`src/rtl/kcd_ram.sv`:
```
module kcd_ram #(
    parameter int WIDTH = 8,
    parameter int DEPTH = 64
) (
    input  logic                     aclk,
    input  logic                     we,
    input  logic [$clog2(DEPTH)-1:0] waddr,
    input  logic [WIDTH-1:0]         wdata,
    input  logic [$clog2(DEPTH)-1:0] raddr,
    output logic [WIDTH-1:0]         rdata
);

    logic [WIDTH-1:0] mem [DEPTH];
    logic [WIDTH-1:0] rdata_reg;

    // One write port, one registered read port
    always_ff @(posedge aclk) begin
        if (we) begin
            mem[waddr] <= wdata;
        end
        rdata_reg <= mem[raddr];
    end

    assign rdata = rdata_reg;

endmodule

```
`config.mk`:
```
export PLATFORM = sky130hd
export DESIGN_NAME = kcd_ram
export DESIGN_NICKNAME = d
export VERILOG_FILES = /design/src/rtl/kcd_ram.sv
export SDC_FILE = /design/constraint.sdc
export NUM_CORES = 1
export LEC_CHECK = 0
export ABC_AREA = 1
export ABC_CLOCK_PERIOD_IN_PS = 5800
export BUFFER_PORTS_ARGS = -buffer_cell sky130_fd_sc_hd__buf_2
export CAP_MARGIN = 20
export CORE_MARGIN = 2
export CORE_UTILIZATION = 40
export CTS_BUF_LIST = sky130_fd_sc_hd__clkbuf_8
export DETAILED_ROUTE_END_ITERATION = 12
export PLACE_DENSITY = 0.66
export SYNTH_ARGS = -nofsm -noshare
export SYNTH_HDL_FRONTEND = slang
export SYNTH_SLANG_ARGS = --single-unit
```
`constraint.sdc`:
```
create_clock -name aclk -period 5.8 [get_ports aclk]
set_clock_uncertainty 0.1 [all_clocks]
set_input_delay 0.29 -clock aclk [delete_from_list [all_inputs] [get_ports aclk]]
set_output_delay 0.29 -clock aclk [all_outputs]
set_load 0.01 [all_outputs]
```
# Yosys cells after proc, flatten, opt, wreduce, memory -nomap -nowiden

Memories as Yosys holds them, arrays and structs flattened. A register that Yosys moved wholly into a read port is not among the register bits.
Cells that the tools add are included.

Mux-type cells: 2

Operators by type and width:

| cell    | count |
|---|---|
| $mux W1 | 2 |

Register bits: 0
Bits in writable memories: 512
Input bits: 22
Output and inout port bits: 8
Logic and storage cells: 3
Memories kept: 1

Memories:

| memory | depth | bits a word | read ports | clocked after memory_dff | wr ports | RTL line | source |
|---|---|---|---|---|---|---|---|
| mem    | 64    | 8           | 1          | 1                        | 1        | 13       | `logic [WIDTH-1:0] mem [DEPTH];` |

# Longest topological paths before layout

Word-level depth: 2
Gate-level depth with buffers: 12
Mapped depth without buffers: 9

# Least setup slack after synthesis

Ideal clock, no wire load.

Kind: input to register
Start point: in we
End point: mem mem[48][0] (enable)
Setup time: 0.395 ns
Arrival: 1.661 ns
Required time: 5.305 ns
Setup slack: 3.644 ns
Stages on the path: 3
Path buffers: 1
Cells stage by stage: clkbuf_1 -> nand4_1 -> nor4_1

Word-level cells in the longest chain between the ends: 2

RTL lines:

| what                          | RTL line | source |
|---|---|---|
| start: declaration            | 6        | `input logic we,` |
| $mux W1                       | 18       | `if (we) begin` |
| $mux W1 (implied by the code) | 19       | `mem[waddr] <= wdata;` |
| end: declaration              | 13       |  |

Every way passes these cells.

==> flow_summary.json <==
{
  "status": "finished clean",
  "final.setup.tns_ns": 0,
  "ctsLongestPathBuffers": 3,
  "pre_cts_ws_ns": 2.66,
  "grt_pass1_wl_um": 81100,
  "syn_area_sq_um": 21300,
  "largest_reg_flops": 512,
  "setup_viol": 0,
  "final_common_cell": "nand2_1",
  "leakage_nw": 8.38,
  "dr.pass1.iters": 5,
  "ys_warn_count": 0,
  "slew_headroom_pct": 32.1,
  "io_pins": 30,
  "syn_nets": 1827,
  "antenna_found_initial": 3,
  "vias_per_cell": 5.41,
  "synth_top_family_by_area": "simple AND/OR/NAND/NOR gates",
  "syn-mean-instance-area_sq_um": 11.8,
  "grt_overflow": 0,
  "yosysSeqAreaShare_pct": 72.8,
  "grt_use_total_pct": 19.0,
  "cp-end-kind": "register",
  "power_frac_clock_pct": 38.3,
  "drtIter0Drc": 1587,
  "num_rows": 84,
  "hold_viol": 0,
  "fin_crit_sh_pct": 44.4,
  "combinationalPowerShare_pct": 6.3,
  "finalWeightedCongestion": 0.831,
  "muxShareOfSynthArea_pct": 0,
  "die-height_um": 235,
  "power_density_nw_per_um2": 324,
  "worst_r2r_startpoint": "mem[25][1]$_DFFE_PP_",
  "wirelength_um": 52900,
  "cts_made_buffers": 84,
  "path_max_fanout": 122,
  "yosysTopAreaCell": "edfxtp_1",
  "reg2reg_slack_ns": 4.25,
  "clock_latency_ns": 0.65,
  "synth-adder-area-share_pct": 0,
  "core-area_sq_um": 52700,
  "synth_xor_area_share_pct": 0,
  "cts_tree": "yes",
  "seq_power_share_pct": 55.4,
  "synth_cell_types": 16,
  "dieWidth_um": 235,
  "mostFrequentLayoutCells": "nand2_1, edfxtp_1, nand3_1, clkbuf_8, nor2_1",
  "start_util_pct": 40.5,
  "netlist_instances": 1805,
  "vdd_ir_drop_max_mv": 0.143,
  "power.switching_w": 0.00180,
  "grt_start_max_net_pins": 187,
  "remaining_drc_errors": 0,
  "worstPathArrival_ns": 3.06,
  "die-area_sq_um": 55200,
  "dp_cells": 2436,
  "fin_util_pct": 44.2,
  "min_period_ns": 2.58,
  "worstMarginPinSlew_ns": 1.02,
  "io_buffers": 29,
  "yosys.area_share.simple_pct": 23.2,
  "critPathKind": "in -> reg",
  "nets": 1857,
  "vias": 14000,
  "clk_pin_slew_ns": 0.06,
  "yosys-top-cells-area": "edfxtp_1, nand2_1, nand3_1, buf_6, nor2_1",
  "grt_pass1_vias": 13900,
  "min_path_cells": 4,
  "dp_hpwl_um": 28900,
  "worst-endpoint-required_ns": 6.29,
  "htreeDepth": 3,
  "intPower_w": 0.00574,
  "reg2reg_to": "rdata[1]$_DFF_P_",
  "root_buffer": "clkbuf_8",
  "wl_per_cell_um": 20.5,
  "cts.sinks": 520,
  "reg2reg_depth": 8,
  "final_antenna_net_count": 0,
  "synth-seq-cells": 520,
  "rsz0062_at_grt": "false",
  "worstHoldStart": "raddr[4]",
  "synth_compound_area_share_pct": 0,
  "setup_slack_ns": 3.22,
  "cts_resized": 0,
  "hold_path_class": "in -> reg",
  "fin_cells": 2586,
  "timing.fmax_mhz": 388,
  "swShare_pct": 23.8,
  "cts_setup_buffers": 0,
  "cts_hold_buf": 1,
  "cp-start-kind": "input pin",
  "report.final.slew_viol_count": 0,
  "whs_endpoint": "rdata[2]$_DFF_P_",
  "synth_top_area_share_pct": 72.0,
  "drv_cap": 0,
  "whs_ns": 0.0988,
  "drive_above_1_share_pct": 8.65,
  "synthToLayoutAreaGrowth_pct": 9.19
}
-- worst max-delay path, cell delays in order --
cell	delay [ns]
buf_6	0.21
inv_6	0.77
buf_4	0.66
nand2_1	0.10
nand3_1	0.09
nand3_1	0.11
nand2_1	0.15
nand2_1	0.08
nand3_1	0.16
nand3_1	0.15
nand2_1	0.09
-- how the worst max path moves through the flow --
stage,to,cells past startpoint,start
after global routing,rdata[0]$_DFF_P_,11,raddr[0]
after detailed placement,rdata[0]$_DFF_P_,11,raddr[0]
final,rdata[0]$_DFF_P_,11,raddr[0]
after floorplan,mem[48][0]$_DFFE_PP_,3,we
after CTS,rdata[0]$_DFF_P_,11,raddr[0]
after global placement,rdata[0]$_DFF_P_,11,raddr[0]
-- per-stage QoR --
stage / instance area [sq um] / power, W
after floorplan: 21300 / 0.00454
after global placement: 21800 / 0.00471
after detailed placement: 21800 / 0.00472
after CTS: 23300 / 0.00758
after global routing: 23300 / 0.00777
final: 23300 / 0.00754
-- logic make-up (layout without fill, tap and decap cells) --
kind of cell,after synthesis,in the layout
and+or+nand+nor,1160,1160
DFF,520,520
buffers and inverters,125,217
other,0,1
-- cell usage after synthesis --
master    number
buf_1         10
buf_2         37
buf_4         14
buf_6         35
buf_8          2
clkbuf_1      15
dfxtp_1        8
edfxtp_1     512
inv_1         10
inv_2          1
inv_6          1
nand2_1      648
nand3_1      439
nand4_1        9
nor2_1        56
nor4_1         8
-- power by group through the flow --
| stage | logic (W) | registers, W | clock network, W |
|---|---|---|---|
| floorplan | 0.000292 | 0.00425 | 0 |
| finish | 0.000474 | 0.00418 | 0.00289 |
| CTS | 0.000472 | 0.00418 | 0.00293 |
| global placement | 0.000461 | 0.00425 | 0 |
| global route | 0.000518 | 0.00418 | 0.00308 |
| detailed placement | 0.000471 | 0.00425 | 0 |
-- final cells by class --
class                           count  area (sq um)
Antenna cell                        1          2.50
Multi-Input combinational cell   1160          4950
Sequential cell                   520         15500
Timing Repair Buffer               57           399
Fill cell                        4794         29400
Clock inverter                     62           320
Tap cell                          688           861
Inverter                           12          52.6
Clock buffer                       86          1180
-- metal layers --
layer / share of wire [%] / GRT usage, %
met1: 42 / 25.4
met2: 47 / 30.2
met3: 8.5 / 4.17
met4: 3.2 / 7.36
met5: 0.057 / 0
(Power assumes the default switching activity.)
