[src/rtl/kcd_pkg.sv]
package kcd_pkg;

    // Graph size and derived widths
    localparam int MAX_V = 64;
    localparam int VW = $clog2(MAX_V);
    localparam int CW = $clog2(MAX_V + 1);
    localparam int LW = 6;
    localparam int CFG_W = 7;
    localparam int FIELD_W = 6;
    localparam int POP_GROUPS = (MAX_V + 7) / 8;
    localparam logic [CFG_W-1:0] VCOUNT_RESET = CFG_W'(64);

    // Input word kinds
    localparam logic [1:0] KIND_ADD = 2'd0;
    localparam logic [1:0] KIND_RUN = 2'd1;
    localparam logic [1:0] KIND_CLEAR = 2'd2;

    // One degree word coming out of the degree RAM during a scan
    typedef struct packed {
        logic          valid;
        logic [VW-1:0] idx;
        logic [CW-1:0] deg;
        logic          nb;
        logic          removed;
    } scan_in_t;

    // Degree write-back from the compare unit
    typedef struct packed {
        logic          en;
        logic [VW-1:0] idx;
        logic [CW-1:0] deg;
    } deg_wr_t;

    // Bit count of one adjacency row: per-byte counts, then a sum of bytes
    function automatic logic [CW-1:0] popcount(input logic [MAX_V-1:0] x);
        logic [POP_GROUPS*8-1:0] xp;
        logic [3:0]              g;
        logic [CW-1:0]           s;
        xp = '0;
        xp[MAX_V-1:0] = x;
        s = '0;
        for (int gi = 0; gi < POP_GROUPS; gi++) begin
            g = '0;
            for (int bi = 0; bi < 8; bi++) begin
                g = g + 4'(xp[gi*8+bi]);
            end
            s = s + CW'(g);
        end
        return s;
    endfunction

endpackage

[src/rtl/kcd_adj_mem.sv]
module kcd_adj_mem (
    input  logic                     aclk,
    input  logic                     aresetn,
    input  logic                     clear,
    input  logic                     we,
    input  logic [kcd_pkg::VW-1:0]    waddr,
    input  logic [kcd_pkg::MAX_V-1:0] wdata,
    input  logic [kcd_pkg::VW-1:0]    raddr,
    output logic [kcd_pkg::MAX_V-1:0] rdata
);

    logic [kcd_pkg::MAX_V-1:0] mem [kcd_pkg::MAX_V];
    logic [kcd_pkg::MAX_V-1:0] row_valid_reg;
    logic [kcd_pkg::MAX_V-1:0] rdata_reg;

    // Row storage; a row never written since the last clear reads as empty
    always_ff @(posedge aclk) begin
        if (we) begin
            mem[waddr] <= wdata;
        end
        rdata_reg <= row_valid_reg[raddr] ? mem[raddr] : '0;
    end

    // Per-row valid bits, dropped all at once by a clear
    always_ff @(posedge aclk) begin
        if (!aresetn) begin
            row_valid_reg <= '0;
        end else if (clear) begin
            row_valid_reg <= '0;
        end else if (we) begin
            row_valid_reg[waddr] <= 1'b1;
        end
    end

    assign rdata = rdata_reg;

endmodule

[config.mk]
export PLATFORM = sky130hd
export DESIGN_NAME = kcd_adj_mem
export DESIGN_NICKNAME = d
export VERILOG_FILES = /design/src/rtl/kcd_pkg.sv /design/src/rtl/kcd_adj_mem.sv
export SDC_FILE = /design/constraint.sdc
export NUM_CORES = 2
export LEC_CHECK = 0
export ABC_AREA = 0
export BUFFER_PORTS_ARGS = -buffer_cell sky130_fd_sc_hd__buf_4
export CAP_MARGIN = 20
export CORE_MARGIN = 8
export CORE_UTILIZATION = 40
export DETAILED_ROUTE_END_ITERATION = 16
export PLACE_DENSITY = 0.58
export SETUP_SLACK_MARGIN = 0.15
export SLEW_MARGIN = 20
export SYNTH_ARGS = -nofsm -noshare
export SYNTH_HDL_FRONTEND = slang
export SYNTH_SLANG_ARGS = --single-unit
[constraint.sdc]
create_clock -name aclk -period 5.51 [get_ports aclk]
set_input_delay 0.2755 -clock aclk [delete_from_list [all_inputs] [get_ports aclk]]
set_output_delay 0.2755 -clock aclk [all_outputs]
set_load 0.005 [all_outputs]
### Word level (Yosys, flattened, before mapping)

Memory sizes are Yosys's and may differ from the RTL's. A register that Yosys moved wholly into a read port is not among the register bits.
Index checks and enable logic that the tools add are counted.

* register bits: 64
* memory bits (writable): 4096
* output and inout bits: 64
* word-level logic and storage cells: 16
* memories: 1

* $lt $le $gt $ge: 3
* mux-type cells: 6
* bitwise logic cells: 2
* reductions and logical operators: 3

Memory list
* mem: words 64, width 64, rd ports 1, clocked after Yosys merged registers in 1, wr ports 1, RTL line kcd_adj_mem.sv:12 `logic [kcd_pkg::MAX_V-1:0] mem [kcd_pkg::MAX_V];`

Operators by type and width (count)
* $or 64x64->64: 1
* $lt 6x7->1 const B: 2
* $bmux 1 s6: 1
* $demux 1 s6: 1
* $ge 6x1->1 const B: 1
* $mux 1: 4
* $reduce_or 2->1: 1
* $logic_and 1x1->1: 1
* $logic_not 1->1: 1
* $not 1->1: 1

### Longest topological paths before layout

* word-level depth: 5
* gate-level depth with buffers: 11

### Worst setup path before layout

OpenSTA, ideal clock, no wires.

* kind: in2reg
* start point: input we
* end point: memory mem[48][0] in the netlist's numbering (enable)
* arrival time: 5.155 ns
* required time: 4.943 ns
* path slack: -0.212 ns
* cell stages on the path: 3
* buffers on the path: 0
* cell sequence: nor2b_1 nand3_1 nor3_1

* word-level cells in the longest chain between the ends: 2

Ends and longest elaborated chain
* start: declaration: RTL line kcd_adj_mem.sv:5 `input logic we,`
* $mux 1: RTL line kcd_adj_mem.sv:18 `if (we) begin`
* $mux 1 (implied by the code): RTL line kcd_adj_mem.sv:19 `mem[waddr] <= wdata;`
* end: declaration: RTL line kcd_adj_mem.sv:12

Every way passes these cells.

### Final worst setup path

* start point: input waddr[0] in the netlist's numbering
* end point: memory mem[39][3] in the netlist's numbering (enable)

RTL lines
* start: declaration: RTL line kcd_adj_mem.sv:6 `input logic [kcd_pkg::VW-1:0] waddr,`

No word-level cell before the write port.

==> results.py <==
metrics = {
    "die": {
        "die_w_um": 650,
        "start_util": 0.402,
        "core_area_mm2": 0.400,
        "dieArea_mm2": 0.422,
        "rows": 232,
        "dieHeight_um": 650,
        "ioPinCount": 144,
    },
    "sta": {
        "holdWs_ns": 0.136,
        "clock_skew_ns": 0.0594,
        "finalSetupTns_ns": 0,
        "rsz0062_at_grt": "no",
        "fin_crit_sh": 0.546,
        "worst_slew_pin_slew_ns": 1.15,
        "maxClockFrequency_ghz": 0.332,
        "setup_viol": 0,
        "hold_violations": 0,
        "slew_headroom": 0.233,
        "slew_violations": 0,
        "fin_crit_ns": 3.01,
    },
    "synthesis": {
        "ys_ff_latch": 4224,
        "synth_edf_count": 4096,
        "synth_top_family_by_area": "multiplexers",
        "synth_area_leaders": "edfxtp_1, mux4_2, mux2i_1",
        "avgSynthCellArea_um2": 22.0,
        "synth_top_cell_by_area": "edfxtp_1",
        "async_flop_share": 0,
        "syn_nets": 7393,
        "syn_area_mm2": 0.161,
        "synthAdderAreaFrac": 0,
        "synth_top_area_share": 0.766,
        "seq_area_frac_synth": 0.781,
        "ys.flop_type": "edfxtp_1",
        "synth_mux_area_frac": 0.156,
        "synth_xor_area_frac": 0,
        "synth_cell_types": 65,
        "synth-compound-area-share": 0.0367,
        "synth-simple-area-share": 0.0114,
        "synth-warning-count": 0,
        "synthesis.instances": 7313,
    },
    "power": {
        "clkPwrFrac": 0.427,
        "seq_power_share": 0.527,
        "power.switching_mw": 14.2,
        "p_sw_frac": 0.211,
        "p_int_mw": 53.0,
        "leakagePower_nw": 58.5,
        "finalPower_mw": 67.3,
        "pwr_density_cell_mw_per_mm2": 365,
        "pwr-share-comb": 0.045,
        "ir_drop_uv": 307,
    },
    "final_layout": {
        "area_growth_pct": 14.6,
        "fillCellCount": 32900,
        "drive_above_1_share": 0.248,
        "final_nets": 7855,
        "seq_area_mm2": 0.126,
        "largest_reg_flops": 4096,
        "multi_input_area_mm2": 0.0335,
    },
    "hold_path": {
        "hp-class": "primary input to register",
    },
    "clock_tree": {
        "cts-htree-levels": 5,
        "cts_tree": "yes",
        "clock-root-buffer": "clkbuf_16",
        "clk_latency_ns": 0.98,
        "cts_made_buffers": 428,
        "clk_pin_slew_ns": 0.06,
        "postCtsResizedCells": 0,
        "cts.sinks": 4224,
        "clk_path_buf_depth": 4,
    },
    "route": {
        "drt_iter0_drc": 10300,
        "vias": 81300,
        "viasPerCell": 6.06,
        "wl_um": 473000,
        "first_pass_iters": 5,
        "final_antenna_net_count": 0,
        "routedWlPerCell_um": 35.3,
        "drcViolationCount": 0,
    },
    "critical_path": {
        "critPathKind": "primary input to register",
        "crit_fanout": 20,
        "critPathCaptureType": "register",
        "start_kind": "primary input",
        "cp.required_ns": 6.07,
        "worstPathArrival_ns": 3.57,
    },
    "placement": {
        "hpwlAfterDp_um": 245000,
        "routabilityCongestion": 0.778,
        "portBuffers": 143,
    },
    "global_route": {
        "grt_usage": 0.218,
        "grt_max_degree": 98,
        "grt_pass1_vias": 81300,
        "overflow": 0,
        "grt_pass1_wl_um": 654000,
        "antenna_found_initial": 41,
    },
    "run": {
        "max_cap_viol_count": 0,
    },
    "run_status": {
        "status": "finished, final reports clean",
    },
}
## critical path, stage by stage
cell and delay, ns:
dlygate4sd3_1 0.65, buf_4 0.27, nand4_1 0.65, nor2_4 0.98, buf_4 0.65
## cell usage after synthesis, drive strengths merged (7+ instances only)
cell type and n:
edfxtp 4096, mux4 856, mux2i 534, buf 253, clkbuf 177, a21oi 163, o22ai 136, dfxtp 128
a22oi 117, nor2 108, nand2 87, o221ai 80, o21a 69, o21ai 63, a31oi 60, mux2 42
and2 36, a21o 35, a211o 32, nand3 31, nor2b 29, a211oi 20, a221oi 18, a32oi 18
nor3 16, nand2b 14, o31ai 11, nand4 10, o211a 9, nor4 8, a2bb2oi 7
## power by group through the flow
stage | clock, mW | sequential (mW) | combinational (mW)
after floorplan | 0 | 36.2 | 1.72
after global placement | 0 | 36.1 | 2.95
after detailed placement | 0 | 36.2 | 3.01
after CTS | 29.1 | 35.5 | 3.07
after global routing | 30.3 | 35.5 | 3.23
final | 28.7 | 35.5 | 3.06
## repair_timing
action / 4_1_cts / 5_1_grt
hold buffers: 71 / 0
setup buffers: 0 / 0
hold endpoints to repair: 4168 / 0
## path summary, 6_finish.rpt
| kind | startpoint | end | slack (ns) | cells after the start |
|---|---|---|---|---|
| max reg2reg | row_valid_reg[45] | rdata[59] | 3.13 | 6 |
| max | waddr[0] | mem[39][3] | 2.50 | 5 |
| min | raddr[3] | rdata[61] | 0.14 | 4 |
| min reg2reg | row_valid_reg[1] | row_valid_reg[1] | 0.46 | 1 |
## cell type report
| class | count | area share |
|---|---|---|
| Tap cell | 5265 | 0.0358 |
| Timing Repair Buffer | 463 | 0.0250 |
| Multi-Input combinational cell | 2656 | 0.182 |
| Sequential cell | 4224 | 0.682 |
| Clock buffer | 543 | 0.0626 |
| Clock inverter | 256 | 0.0126 |
| Antenna cell | 10 | 0.000136 |
| Inverter | 2 | 0.0000816 |
## through the flow
stage,std cells,utilization,cell area [um2],setup WS [ns]
2_1_floorplan,7313,-,161000,1.39
3_3_place_gp,12500,0.424,169000,1.82
3_5_place_dp,12500,0.424,169000,1.82
4_1_cts,13400,0.460,184000,2.66
5_1_grt,13400,0.461,184000,2.52
6_report,13400,0.461,184000,2.50
## cells by family (layout without fill, tap and decap cells)
family	count (synthesis)	in the layout
flip-flops	4224	4224
multiplexers	1432	1432
AO/OA/AOI/OAI	860	860
buffers and inverters	433	1264
AND/OR/NAND/NOR	364	364
other	0	10
## layer usage
metal / routed length, um / global-route usage / part of all wire / vias to the layer above
met4: 12800 / 0.0530 / 0.027 / 6
met2: 230000 / 0.361 / 0.49 / 3790
met1: 192000 / 0.304 / 0.41 / 44800
met5: 40 / 0 / 0.000085 / -
li1: - / - / - / 32000
met3: 37500 / 0.0333 / 0.079 / 738
## placed cells by master, fill, tap and decap left out, drive strengths merged, types with 8 or more instances in the layout
cell type,netlist,layout
edfxtp,4096,4096
mux4,856,856
clkbuf,177,544
mux2i,534,534
buf,253,391
clkinv,0,194
a21oi,163,163
o22ai,136,136
dfxtp,128,128
a22oi,117,117
nor2,108,108
nand2,87,87
o221ai,80,80
dlygate4sd3,0,71
o21a,69,69
o21ai,63,63
a31oi,60,60
mux2,42,42
bufinv,0,37
and2,36,36
a21o,35,35
a211o,32,32
nand3,31,31
nor2b,29,29
a211oi,20,20
a221oi,18,18
a32oi,18,18
nor3,16,16
nand2b,14,14
inv,2,14
clkinvlp,0,13
o31ai,11,11
diode,0,10
nand4,10,10
o211a,9,9
nor4,8,8
(Power assumes the default switching activity.)
