## src/rtl/kcd_pkg.sv

```systemverilog
package kcd_pkg;

    // Graph size and derived widths
    localparam int MAX_V = 64;
    localparam int VW = $clog2(MAX_V);
    localparam int CW = $clog2(MAX_V + 1);
    localparam int LW = 6;
    localparam int CFG_W = 7;
    localparam int FIELD_W = 6;
    localparam int POP_GROUPS = (MAX_V + 7) / 8;
    localparam logic [CFG_W-1:0] VCOUNT_RESET = CFG_W'(64);

    // Input word kinds
    localparam logic [1:0] KIND_ADD = 2'd0;
    localparam logic [1:0] KIND_RUN = 2'd1;
    localparam logic [1:0] KIND_CLEAR = 2'd2;

    // One degree word coming out of the degree RAM during a scan
    typedef struct packed {
        logic          valid;
        logic [VW-1:0] idx;
        logic [CW-1:0] deg;
        logic          nb;
        logic          removed;
    } scan_in_t;

    // Degree write-back from the compare unit
    typedef struct packed {
        logic          en;
        logic [VW-1:0] idx;
        logic [CW-1:0] deg;
    } deg_wr_t;

    // Bit count of one adjacency row: per-byte counts, then a sum of bytes
    function automatic logic [CW-1:0] popcount(input logic [MAX_V-1:0] x);
        logic [POP_GROUPS*8-1:0] xp;
        logic [3:0]              g;
        logic [CW-1:0]           s;
        xp = '0;
        xp[MAX_V-1:0] = x;
        s = '0;
        for (int gi = 0; gi < POP_GROUPS; gi++) begin
            g = '0;
            for (int bi = 0; bi < 8; bi++) begin
                g = g + 4'(xp[gi*8+bi]);
            end
            s = s + CW'(g);
        end
        return s;
    endfunction

endpackage

```

## src/rtl/kcd_min_unit.sv

```systemverilog
module kcd_min_unit (
    input  logic                  aclk,
    input  logic                  aresetn,
    input  logic                  clear,
    input  kcd_pkg::scan_in_t     scan_in,
    output kcd_pkg::deg_wr_t      deg_wr,
    output logic                  best_valid,
    output logic [kcd_pkg::VW-1:0] best_idx,
    output logic [kcd_pkg::CW-1:0] best_deg
);

    logic                   best_valid_reg;
    logic [kcd_pkg::VW-1:0] best_idx_reg;
    logic [kcd_pkg::CW-1:0] best_deg_reg;
    logic                   dec;
    logic [kcd_pkg::CW-1:0] new_deg;
    logic                   take;

    // Neighbor of the last removed vertex loses one degree on the way past
    always_comb begin
        dec = scan_in.valid && scan_in.nb && !scan_in.removed && (scan_in.deg != '0);
        new_deg = scan_in.deg - kcd_pkg::CW'(dec);
        deg_wr.en = dec;
        deg_wr.idx = scan_in.idx;
        deg_wr.deg = new_deg;
        // strict less-than keeps the lowest index on ties
        take = scan_in.valid && !scan_in.removed &&
               (!best_valid_reg || (new_deg < best_deg_reg));
    end

    // Running minimum over one scan
    always_ff @(posedge aclk) begin
        if (!aresetn) begin
            best_valid_reg <= 1'b0;
        end else if (clear) begin
            best_valid_reg <= 1'b0;
        end else if (take) begin
            best_valid_reg <= 1'b1;
        end
    end

    always_ff @(posedge aclk) begin
        if (take) begin
            best_idx_reg <= scan_in.idx;
            best_deg_reg <= new_deg;
        end
    end

    assign best_valid = best_valid_reg;
    assign best_idx = best_idx_reg;
    assign best_deg = best_deg_reg;

endmodule

```

## config.mk

```make
export PLATFORM = sky130hd
export DESIGN_NAME = kcd_min_unit
export DESIGN_NICKNAME = d
export VERILOG_FILES = /design/src/rtl/kcd_pkg.sv /design/src/rtl/kcd_min_unit.sv
export SDC_FILE = /design/constraint.sdc
export NUM_CORES = 1
export LEC_CHECK = 0
export ABC_AREA = 1
export BUFFER_PORTS_ARGS = -buffer_cell sky130_fd_sc_hd__buf_2
export CORE_AREA = 2 2 46 48
export DETAILED_ROUTE_END_ITERATION = 12
export DIE_AREA = 0 0 48 50
export PLACE_DENSITY_LB_ADDON = 0.1
export SETUP_SLACK_MARGIN = 0.05
export SKIP_LAST_GASP = 1
export SLEW_MARGIN = 10
export SYNTH_ARGS = -nofsm -noshare
export SYNTH_HDL_FRONTEND = slang
export SYNTH_SLANG_ARGS = --single-unit
```

## constraint.sdc

```tcl
create_clock -name aclk -period 6.95 [get_ports aclk]
set_clock_uncertainty 0.2 [all_clocks]
set_input_delay 0 -clock aclk [delete_from_list [all_inputs] [get_ports aclk]]
set_output_delay 0 -clock aclk [all_outputs]
set_load 0.01 [all_outputs]
```

======== Word-level counts from Yosys, hierarchy flattened ========
Cells that the tools add are included.
operators by class
  $add $sub $neg .......................... 1
  order comparisons ....................... 1
  bitwise operators ....................... 1
  reduce and logical (&&, ||, !) cells .... 10
operators by type and width
  cell                 number
  $lt A7 B7 Y1         1
  $reduce_bool A7 Y1   1
  $sub A7 B1 Y7        1
  $logic_and A1 B1 Y1  5
  $logic_not A1 Y1     2
  $reduce_or A2 Y1     1
  $logic_or A1 B1 Y1   1
  $not A1 Y1           1
word-level totals
  register bits ........................... 14
  input port bits ......................... 19
  output and inout port bits .............. 28
  logic and storage cells ................. 16

======== Logic depth before layout (Yosys ltp) ========
  depth after elaboration ................. 7
  depth in mapped cells ................... 14
  mapped depth without buffers ............ 14

======== Worst setup path after synthesis ========
No wires, ideal clock.
  kind .................................... in2reg
  start ................................... input port scan_in[4] (netlist bit)
  end ..................................... register best_deg_reg, in the netlist best_deg[0], enable pin
  library setup time ...................... 0.387 ns
  arrival time ............................ 2.370 ns
  required time ........................... 6.363 ns
  path slack .............................. 3.993 ns
  cell stages on the path ................. 13
  cells stage by stage .................... nor2_2 and2_4 a21oi_1 ha_1 ha_1 nand2_1 xor2_1 ha_1 nand2_1 nand2_1 a21oi_1 nand2_1 a21oi_1
RTL lines
  what                  RTL line            source
  from (decl)           kcd_min_unit.sv:5   input kcd_pkg::scan_in_t scan_in,
  to (signal assigned)  kcd_min_unit.sv:45  best_deg_reg <= new_deg;
  to (decl)             kcd_min_unit.sv:14  logic [kcd_pkg::CW-1:0] best_deg_reg;

======== Worst setup path in the final report ========
  start ................................... input port scan_in[6] (netlist bit)
  end ..................................... register best_deg_reg, in the netlist best_deg[1], enable pin
on the way
  longest elaborated chain between the ends .. 6
ends and longest elaborated chain
  what                   RTL line            source
  $reduce_bool A7 Y1     kcd_min_unit.sv:21  dec = scan_in.valid && scan_in.nb && !scan_in.removed && (scan_in.deg != '0);
  $logic_and A1 B1 Y1    kcd_min_unit.sv:21
  $sub A7 B1 Y7 *        kcd_min_unit.sv:22  new_deg = scan_in.deg - kcd_pkg::CW'(dec);
  $lt A7 B7 Y1 *         kcd_min_unit.sv:28  (!best_valid_reg || (new_deg < best_deg_reg));
  $logic_or A1 B1 Y1 *   kcd_min_unit.sv:28
  $logic_and A1 B1 Y1 *  kcd_min_unit.sv:27  take = scan_in.valid && !scan_in.removed &&
  named net take         kcd_min_unit.sv:17  logic take;
Mark *: on every way through the listed nets, which the timed path passes. The rest lies on a longest branch.
A chain may end at the register's enable or synchronous reset.

==> impl_metrics.env <==
export IMPL_cp_arrival_ns=3.25
export IMPL_maxCapViolations=0
export IMPL_critPathLaunchType="primary input"
export IMPL_crit_required_ns=6.74
export IMPL_h_tree_depth=1
export IMPL_vias=676
export IMPL_dr_first_iter_drc_count=4
export IMPL_slowest_delay_ns=0.54
export IMPL_detail_route_antenna_nets=0
export IMPL_die_w_um=48
export IMPL_vdd_ir_drop_max_mv=0.109
export IMPL_slew_violations=0
export IMPL_insertion_delay_ns=0.27
export IMPL_area_growth_pct=46.2
export IMPL_total_power_mw=0.185
export IMPL_synth_adder_area_share_pct=12.3
export IMPL_route_detailed_drc=0
export IMPL_antenna_cells=0
export IMPL_ctsRootBufferMaster="clkbuf_4"
export IMPL_synth_top_family_by_area="simple AND/OR/NAND/NOR gates"
export IMPL_port_buffers=46
export IMPL_path_cells="dlygate4sd3_1, buf_2, nor2_1, and2_4, a21oi_1, ha_1, nand2_2, nor2_2, nand3b_1, xnor2_1, ha_1, nand2_1, inv_1, a21oi_1, nand2_1, a21oi_1, buf_4"
export IMPL_yosysSeqAreaShare_pct=50.5
export IMPL_p_per_area_nw_per_um2=156
export IMPL_track_usage_pct=15.0
export IMPL_cts_tree="yes"
export IMPL_synthMuxAreaShare_pct=0
export IMPL_grt_pass1_wl_um=2550
export IMPL_worst_slew_pin_slew_ns=0.692
export IMPL_period_share_pct=49.8
export IMPL_fin_setup_tns_ns=0
export IMPL_switchingPower_mw=0.0473
export IMPL_synthSimpleGateAreaFrac_pct=14.3
export IMPL_io_pins=47
export IMPL_routabilityCongestion=0.750
export IMPL_p_seq_share_pct=52.8
export IMPL_finalSetupViolations=0
export IMPL_power_frac_clock_pct=24.9
export IMPL_die_area_um2=2400
export IMPL_wl_per_cell_um=9.93
export IMPL_period_needed_ns=3.46
export IMPL_fillers=167
export IMPL_routed_wl_um=1610
export IMPL_cts_buffers=3
export IMPL_synth_xor_area_share_pct=6.32
export IMPL_yosys_warnings=0
export IMPL_outcome="complete, no violations"
export IMPL_start_util_pct=42.7
export IMPL_synth_seq_cells=14
export IMPL_relSlewSlack_pct=53.9
export IMPL_vias_per_cell=4.17
export IMPL_crit_top_cell="a21oi_1"
export IMPL_worstHoldPathType="in -> reg"
export IMPL_hold_ws_ns=0.0290
export IMPL_synthCells=78
export IMPL_fp_dieH_um=50
export IMPL_critPathKind="in -> reg"
export IMPL_syn_area_per_cell_um2=10.4
export IMPL_nNetsFinal=163
export IMPL_antenna_found_initial=0
export IMPL_clk_path_buf_depth=2
export IMPL_coreArea_um2=1900
export IMPL_comb_power_share_pct=22.3
export IMPL_hold_viol=0
export IMPL_cp_end_kind="register"
export IMPL_grt_max_degree=9
export IMPL_rsz0062_at_grt="no"
export IMPL_slowest_stage="dlygate4sd3_1"
export IMPL_crit_fanout=7
export IMPL_fin_util_pct=62.4
export IMPL_mostFrequentLayoutCells="buf_2, inv_1, edfxtp_1, dlygate4sd3_1, nand2_1"
export IMPL_firstDrtPassIters=4
export IMPL_synth_compound_area_share_pct=3.08
export IMPL_intPower_mw=0.138
export IMPL_dpl_hpwl_um=1180
export IMPL_clk_pin_slew_worst_paths_ns=0.08
export IMPL_drive_above_1_share_pct=42.2
export IMPL_syn_nets=105
export IMPL_total_leakage_power_nw=0.616
export IMPL_synth_cell_types=19
export IMPL_swShare_pct=25.6
export IMPL_largest_reg_flops=7
export IMPL_cts_sinks=14
export IMPL_gr_total_overflow=0
export IMPL_final_common_cell="buf_2"
export IMPL_num_rows=16
export IMPL_syn_area_um2=812
export IMPL_clock_fmax_mhz=289
export IMPL_grt_pass1_vias=634
-- routing by layer --
metal	global-route usage [%]	vias up	wire (µm)
met1	17.4	287	699
li1	-	362	-
met4	5.41	0	0
met2	25.8	27	822
met5	0	-	0
met3	3.30	0	85
-- synthesized netlist by cell type --
library cell	number	share of area (%)
a21oi_1	5	3.1
and2_4	1	1.1
buf_4	7	6.5
dfxtp_1	1	2.5
edfxtp_1	13	48
ha_1	8	12
inv_1	14	6.5
inv_2	1	0.46
nand2_1	12	5.5
nand2_2	2	1.5
nand3_1	2	1.2
nand3b_1	1	0.92
nor2_1	2	0.92
nor2_2	2	1.5
nor3_1	1	0.62
nor3b_1	1	0.92
xnor2_1	1	1.1
xnor2_2	1	2.0
xor2_1	3	3.2
-- per-stage QoR --
stage               area [µm²]  setup WS, ns  cells
detailed placement        1030          3.71    145
floorplan                  812          3.99     78
global route              1190          3.28    162
finish                    1190          3.49    162
CTS                       1190          3.45    162
global placement          1030          3.80    145
-- kinds of logic (layout without fill, tap and decap cells) --
family                   Yosys count  count (layout)
AO/OA/AOI/OAI                      5               5
XOR/XNOR                           5               5
adder cells (fa/ha/maj)            8               8
buffers and inverters             22              79
flip-flops                        14              14
AND/OR/NAND/NOR                   24              24
-- power groups by stage --
stage	clock network, mW	registers, mW	logic (mW)
finish	0.0460	0.0977	0.0412
global route	0.0524	0.0984	0.0463
CTS	0.0486	0.0978	0.0417
detailed placement	0	0.0997	0.0361
global placement	0	0.0996	0.0356
floorplan	0	0.102	0.0194
-- path summary, 6_finish.rpt --
path	start	to	slack [ns]	cells after the start
worst max register to register	best_deg[6]$_DFFE_PP_	best_deg[1]$_DFFE_PP_	4.62	8
worst min-delay path	scan_in[15]	best_deg[3]$_DFFE_PP_	0.03	3
worst min register to register	best_valid$_SDFFE_PP0P_	best_deg[3]$_DFFE_PP_	0.61	1
worst max-delay path	scan_in[6]	best_deg[1]$_DFFE_PP_	3.49	17
-- area by class of cell --
class	count	area (µm²)	area share (%)
clock buffers	3	22.5	1.90
flip-flops and latches	14	410	34.6
clock inverters	1	3.75	0.316
well taps	27	33.8	2.85
repair buffers	60	368	31.0
multi-input cells	42	293	24.7
inverters	15	56.3	4.74
-- worst max-delay path, delay by kind of cell --
| family | cells | cell delay (ns) |
|---|---|---|
| and+or+nand+nor | 7 | 0.61 |
| xor gates and xnor gates | 1 | 0.28 |
| AOI/OAI and AO/OA | 3 | 0.83 |
| buffers and inverters | 4 | 0.98 |
| adders and majority gates | 2 | 0.50 |
-- timing repair --
| item | CTS | global route |
|---|---|---|
| gates resized for setup | 0 | 0 |
| hold buffers | 13 | 0 |
| endpoints found under the hold margin | 14 | 0 |
| setup buffers | 0 | 0 |
Note: power is estimated with default switching activity, not from simulation.
